File: src/design/vvr_div.sv
// ----------------------------------------------------------------------------
// vvr_div
// Pipelined restoring divider, one quotient bit per stage. Rounds half away
// from zero, saturates the magnitude at 2^QW, gives zero for a zero divisor.
// ----------------------------------------------------------------------------
module vvr_div #(
  parameter int NW = 50,
  parameter int DW = 33,
  parameter int QW = 20
) (
  input  logic                 clk_i,
  input  logic                 rst_ni,
  input  logic                 in_valid_i,
  input  logic [NW-1:0]        num_i,
  input  logic [DW-1:0]        den_i,
  input  logic                 neg_i,
  output logic                 out_valid_o,
  output logic signed [QW+1:0] quo_o
);

  localparam int CW = NW + DW + QW;

  logic [QW:0]   vld_q;
  logic [QW:0]   neg_q;
  logic [QW:0]   ovf_q;
  logic [QW:0]   zero_q;
  logic [DW-1:0] rem_q [QW+1];
  logic [DW-1:0] den_q [QW+1];
  logic [QW-1:0] quo_q [QW+1];
  logic [QW-1:0] low_q [QW+1];

  logic [DW:0]   sh     [1:QW];
  logic          take   [1:QW];
  logic [DW-1:0] rem_nx [1:QW];

  logic          ovf_d;
  logic          up;
  logic [QW:0]   mag;

  // quotient would not fit in QW bits
  assign ovf_d = {{(DW + QW){1'b0}}, num_i} >= CW'({{NW{1'b0}}, den_i, {QW{1'b0}}});

  always_comb begin
    for (int k = 1; k <= QW; k++) begin
      sh[k]     = {rem_q[k-1], low_q[k-1][QW-k]};
      take[k]   = sh[k] >= {1'b0, den_q[k-1]};
      rem_nx[k] = take[k] ? DW'(sh[k] - {1'b0, den_q[k-1]}) : sh[k][DW-1:0];
    end
  end

  assign up  = {rem_q[QW], 1'b0} >= {1'b0, den_q[QW]};
  assign mag = zero_q[QW] ? '0 :
               ovf_q[QW]  ? (QW+1)'(1) << QW :
               {1'b0, quo_q[QW]} + (QW+1)'(up);

  always_ff @(posedge clk_i or negedge rst_ni) begin
    if (!rst_ni) begin
      vld_q       <= '0;
      out_valid_o <= 1'b0;
    end else begin
      vld_q       <= {vld_q[QW-1:0], in_valid_i};
      out_valid_o <= vld_q[QW];
    end
  end

  always_ff @(posedge clk_i) begin
    rem_q[0]  <= DW'(num_i[NW-1:QW]);
    low_q[0]  <= num_i[QW-1:0];
    quo_q[0]  <= '0;
    den_q[0]  <= den_i;
    neg_q[0]  <= neg_i;
    ovf_q[0]  <= ovf_d;
    zero_q[0] <= (den_i == '0);
    for (int k = 1; k <= QW; k++) begin
      rem_q[k]  <= rem_nx[k];
      low_q[k]  <= low_q[k-1];
      quo_q[k]  <= {quo_q[k-1][QW-2:0], take[k]};
      den_q[k]  <= den_q[k-1];
      neg_q[k]  <= neg_q[k-1];
      ovf_q[k]  <= ovf_q[k-1];
      zero_q[k] <= zero_q[k-1];
    end
    quo_o <= neg_q[QW] ? -$signed({1'b0, mag}) : $signed({1'b0, mag});
  end

endmodule
File: config.mk
export PLATFORM = sky130hd
export DESIGN_NAME = vvr_div
export DESIGN_NICKNAME = d
export VERILOG_FILES = /design/src/design/vvr_div.sv
export SDC_FILE = /design/constraint.sdc
export NUM_CORES = 2
export LEC_CHECK = 0
export BUFFER_PORTS_ARGS = -buffer_cell sky130_fd_sc_hd__buf_2
export CORE_ASPECT_RATIO = 0.75
export CORE_MARGIN = 8
export CORE_UTILIZATION = 40
export CTS_CLUSTER_SIZE = 8
export DETAILED_ROUTE_END_ITERATION = 6
export GPL_TIMING_DRIVEN = 0
export PLACE_DENSITY = 0.64
export REMOVE_ABC_BUFFERS = 1
export SKIP_LAST_GASP = 1
export SYNTH_ARGS = -nofsm -noshare
export SYNTH_HDL_FRONTEND = slang
export SYNTH_SLANG_ARGS = --single-unit
export TNS_END_PERCENT = 50
File: constraint.sdc
create_clock -name clk_i -period 5.8 [get_ports clk_i]
set_clock_uncertainty 0.2 [all_clocks]
set_input_delay 1.16 -clock clk_i [delete_from_list [all_inputs] [get_ports clk_i]]
set_output_delay 1.16 -clock clk_i [all_outputs]
set_load 0.01 [all_outputs]
==> results.py <==
metrics = {
    "outcome": {
        "status": "finished, final reports clean",
    },
    "synth": {
        "yosys.area.top_type_share": 0.4542,
        "ys_warn_count": 0,
        "ys_seq_elements": 1910,
        "synthesis.instances": 8653,
        "synth_area_um2": 83210,
        "seq_area_frac_synth": 0.4609,
        "synth_top_area_cell": "dfxtp_1",
        "synthArstFlopShare": 0.01152,
        "synth_ff_type": "dfxtp_1",
        "yosys-top-cells-area": "dfxtp_1 (45%), ha_1 (11%), a21oi_1 (4.3%), inv_1 (4.1%), xnor2_1 (3.7%)",
        "synth_cell_types": 99,
        "synth_edf_count": 0,
        "avgSynthCellArea_um2": 9.616,
    },
    "finish": {
        "fin_nets": 9731,
        "fillers": 19350,
        "finish.instance_area_um2": 94680,
        "mostFrequentLayoutCells": "dfxtp_1 (1,888), inv_1 (898), ha_1 (723), a21oi_1 (720), nor2_1 (534)",
        "multi_input_area_um2": 40900,
        "final_common_cell": "dfxtp_1",
        "area.growth.synth_to_final_pct": 13.79,
        "layout-drive-gt1-share": 0.09049,
        "seq_area_um2": 38350,
        "n_antenna_cell": 0,
    },
    "worst_setup_path": {
        "start_kind": "flop",
        "crit_cells": 24,
        "r2r_setup_slack_ns": 0.45,
        "crit_arrival_ns": 5.81,
        "required_ns": 6.25,
        "timing.rr.end": "quo_o[21]$_SDFF_PN0_",
        "crit_slowest_cell": "o41a_1",
        "r2r_start": "den_q[2][135]$_DFF_P_",
        "crit_buf_inv": 1,
        "crit_path_start": "den_q[2][135]$_DFF_P_",
        "critPathKind": "reg -> reg",
        "endpoint_kind": "flop",
        "crit_family": "compound AO/OA/AOI/OAI gates",
        "slowest_delay_ns": 0.42,
        "cp-endpoint": "quo_o[21]$_SDFF_PN0_",
        "cp_cell_sequence": "inv_1, ha_1, a21o_1, a21oi_1, o21ai_0, a21oi_1, o21ai_0, a221oi_2, o31ai_2, a2111oi_4, o21ai_2, a21oi_2, o21ai_2, ha_2, ha_1, and2_1, nand3_1, xor2_1, nor2_1, or3_1, or2_2, nor2_1, nand2_1, o41a_1",
        "rr_worst_depth": 24,
        "crit_path_max_fanout": 4,
    },
    "power": {
        "p_leak_nw": 43.69,
        "ir_drop_uv": 287.0,
        "pwr_density_cell_nw_per_um2": 636.4,
    },
    "place": {
        "dp_slack_ns": -0.4109,
        "gp_congestion": 0.9068,
        "io_buffers": 109,
        "place_area_um2": 87110,
        "place_hpwl_mm": 150.8,
    },
    "timing": {
        "setup_viol": 0,
        "slew_violations": 0,
        "post-route-min-period_ns": 5.353,
        "worst_slew_pin_slew_ns": 1.247,
        "fmax_ghz": 0.1868,
        "finalCritPeriodShare": 0.9228,
        "hold_violations": 0,
        "max_slew_margin": 0.1608,
        "fin_ws_ns": 0.4475,
    },
    "global_route": {
        "grt_max_degree": 57,
        "grt_use_total": 0.1690,
        "grt_pass1_wl_mm": 312.2,
        "grt.overflow.total": 0,
        "antenna_found_initial": 3,
        "grt_pass1_vias": 58710,
    },
    "clocking": {
        "clock_path_buffers": 4,
        "cts_hold_buf": 0,
        "numCtsBuffers": 282,
        "cts.sinks": 1910,
        "cts_tree": "built",
        "clockRootBuffer": "clkbuf_16",
        "clk_latency_ns": 0.80,
        "htree_num_levels": 5,
        "clk_pin_slew_ns": 0.05,
    },
    "die": {
        "die_x_um": 542.7,
        "rows": 145,
        "initial_core_util": 0.4009,
        "coreArea_um2": 207500,
        "die_area_um2": 223000,
        "die_h_um": 411.0,
        "ioPinCount": 110,
    },
    "detailed_routing": {
        "dr.pass1.iters": 6,
        "routed_wl_mm": 195.9,
        "post-route-drc-count": 0,
        "drt_iter0_markers": 4617,
        "avgRoutedWirePerCell_um": 16.71,
        "post_drt_via_cell_ratio": 5.179,
        "ant_nets": 0,
        "vias": 60700,
    },
    "worst_hold_path": {
        "hold_class": "reg -> reg",
    },
    "job": {
        "cap_violations": 0,
    },
}
==> per-layer routing <==
metal,part of all wire,routed length (um),vias to the layer above,track usage
met1,0.49,95510,28430,0.2432
met3,0.068,13410,307,0.03427
met2,0.43,83380,1637,0.2603
met4,0.018,3624,0,0.03847
met5,0,0,-,0
li1,-,-,30330,-
==> report_power, final <==
group / internal, mW / switching [mW]
clock: 8.75 / 5.45
combinational: 12.1 / 15.0
sequential: 16.8 / 2.09
total: 37.7 / 22.5
==> registers in the layout, indices dropped and copies added, names as in the netlist <==
name / flops
quo_o: 22
zero_q: 21
den_q: 693
out_valid_o: 1
neg_q: 21
vld_q: 21
ovf_q: 21
low_q: 210
quo_q: 210
rem_q: 690
==> Yosys cell counts (93+ instances only) <==
cell / n
o21ai_0: 478
inv_1: 898
a21o_1: 356
nor2_1: 534
ha_1: 724
nand4_1: 101
xor2_1: 243
nand2_1: 513
xnor2_1: 353
mux2_2: 244
a21oi_1: 722
nor2b_1: 113
dfxtp_1: 1888
clkbuf_1: 105
nor3_1: 93
nand3_1: 145
==> layout make-up <==
| type | instances | area share |
|---|---|---|
| clock inverter | 17 | 0.002934 |
| inverter | 899 | 0.03564 |
| tap | 2793 | 0.03691 |
| clock buffer | 296 | 0.07641 |
| multi-input combinational | 5669 | 0.4320 |
| sequential | 1910 | 0.4050 |
| timing repair buffer | 138 | 0.01110 |
==> stage by stage <==
step	utilization	std cells	setup TNS, ns	total power, mW	hold WS (ns)
finish	0.4562	11720	0	60.26	0.08681
floorplan	-	8478	-19.78	38.99	0.1096
global placement	0.4166	11380	-425.30	44.94	0.1098
detailed placement	0.4197	11410	-2.903	45.69	0.1121
global route	0.4562	11720	-0.02028	64.55	0.09388
CTS	0.4560	11720	0	60.37	0.07293
==> kinds of logic (layout without fill, tap and decap cells) <==
logic type | Yosys count | after routing | share of synthesized area
AO/OA/AOI/OAI | 2199 | 2199 | 0.1670
XOR/XNOR | 596 | 596 | 0.06273
adder cells (fa/ha/maj) | 744 | 744 | 0.1137
buffers and inverters | 1074 | 1350 | 0.04997
flip-flops | 1910 | 1910 | 0.4609
multiplexers | 298 | 298 | 0.04119
AND/OR/NAND/NOR | 1832 | 1832 | 0.1046
==> worst min path at each step <==
stage	start	to	slack, ns	cells past startpoint
6_report	low_q[1][83]$_DFF_P_	low_q[1][103]$_DFF_P_	0.09	0
3_3_place_gp	low_q[0][0]$_DFF_P_	low_q[0][20]$_DFF_P_	0.11	0
5_1_grt	low_q[1][141]$_DFF_P_	low_q[2][1]$_DFF_P_	0.09	0
2_1_floorplan	low_q[0][80]$_DFF_P_	low_q[0][100]$_DFF_P_	0.11	0
3_5_place_dp	low_q[0][122]$_DFF_P_	low_q[0][142]$_DFF_P_	0.11	0
4_1_cts	rst_ni	vld_q[12]$_DFF_PN0_	0.07	1
==> what timing repair did <==
| action | CTS | global route |
|---|---|---|
| gates cloned | 0 | 0 |
| buffers inserted | 0 | 1 |
| gates resized for setup | 4 | 9 |
| setup endpoints to repair | 12 | 14 |
| pin swaps | 1 | 5 |
| endpoints found under the hold margin | 0 | 0 |
==> worst reg2reg max path: stages (launching register included) <==
cell and delay (ns):
dfxtp_1 0.30, inv_1 0.04, ha_1 0.27, a21o_1 0.19, a21oi_1 0.12, o21ai_0 0.13, a21oi_1 0.16, o21ai_0 0.16
a221oi_2 0.40, o31ai_2 0.15, a2111oi_4 0.38, o21ai_2 0.12, a21oi_2 0.17, o21ai_2 0.11, ha_2 0.23, ha_1 0.22
and2_1 0.19, nand3_1 0.10, xor2_1 0.15, nor2_1 0.07, or3_1 0.36, or2_2 0.30, nor2_1 0.14, nand2_1 0.14
o41a_1 0.42
Power figures use the tool's default switching activity.
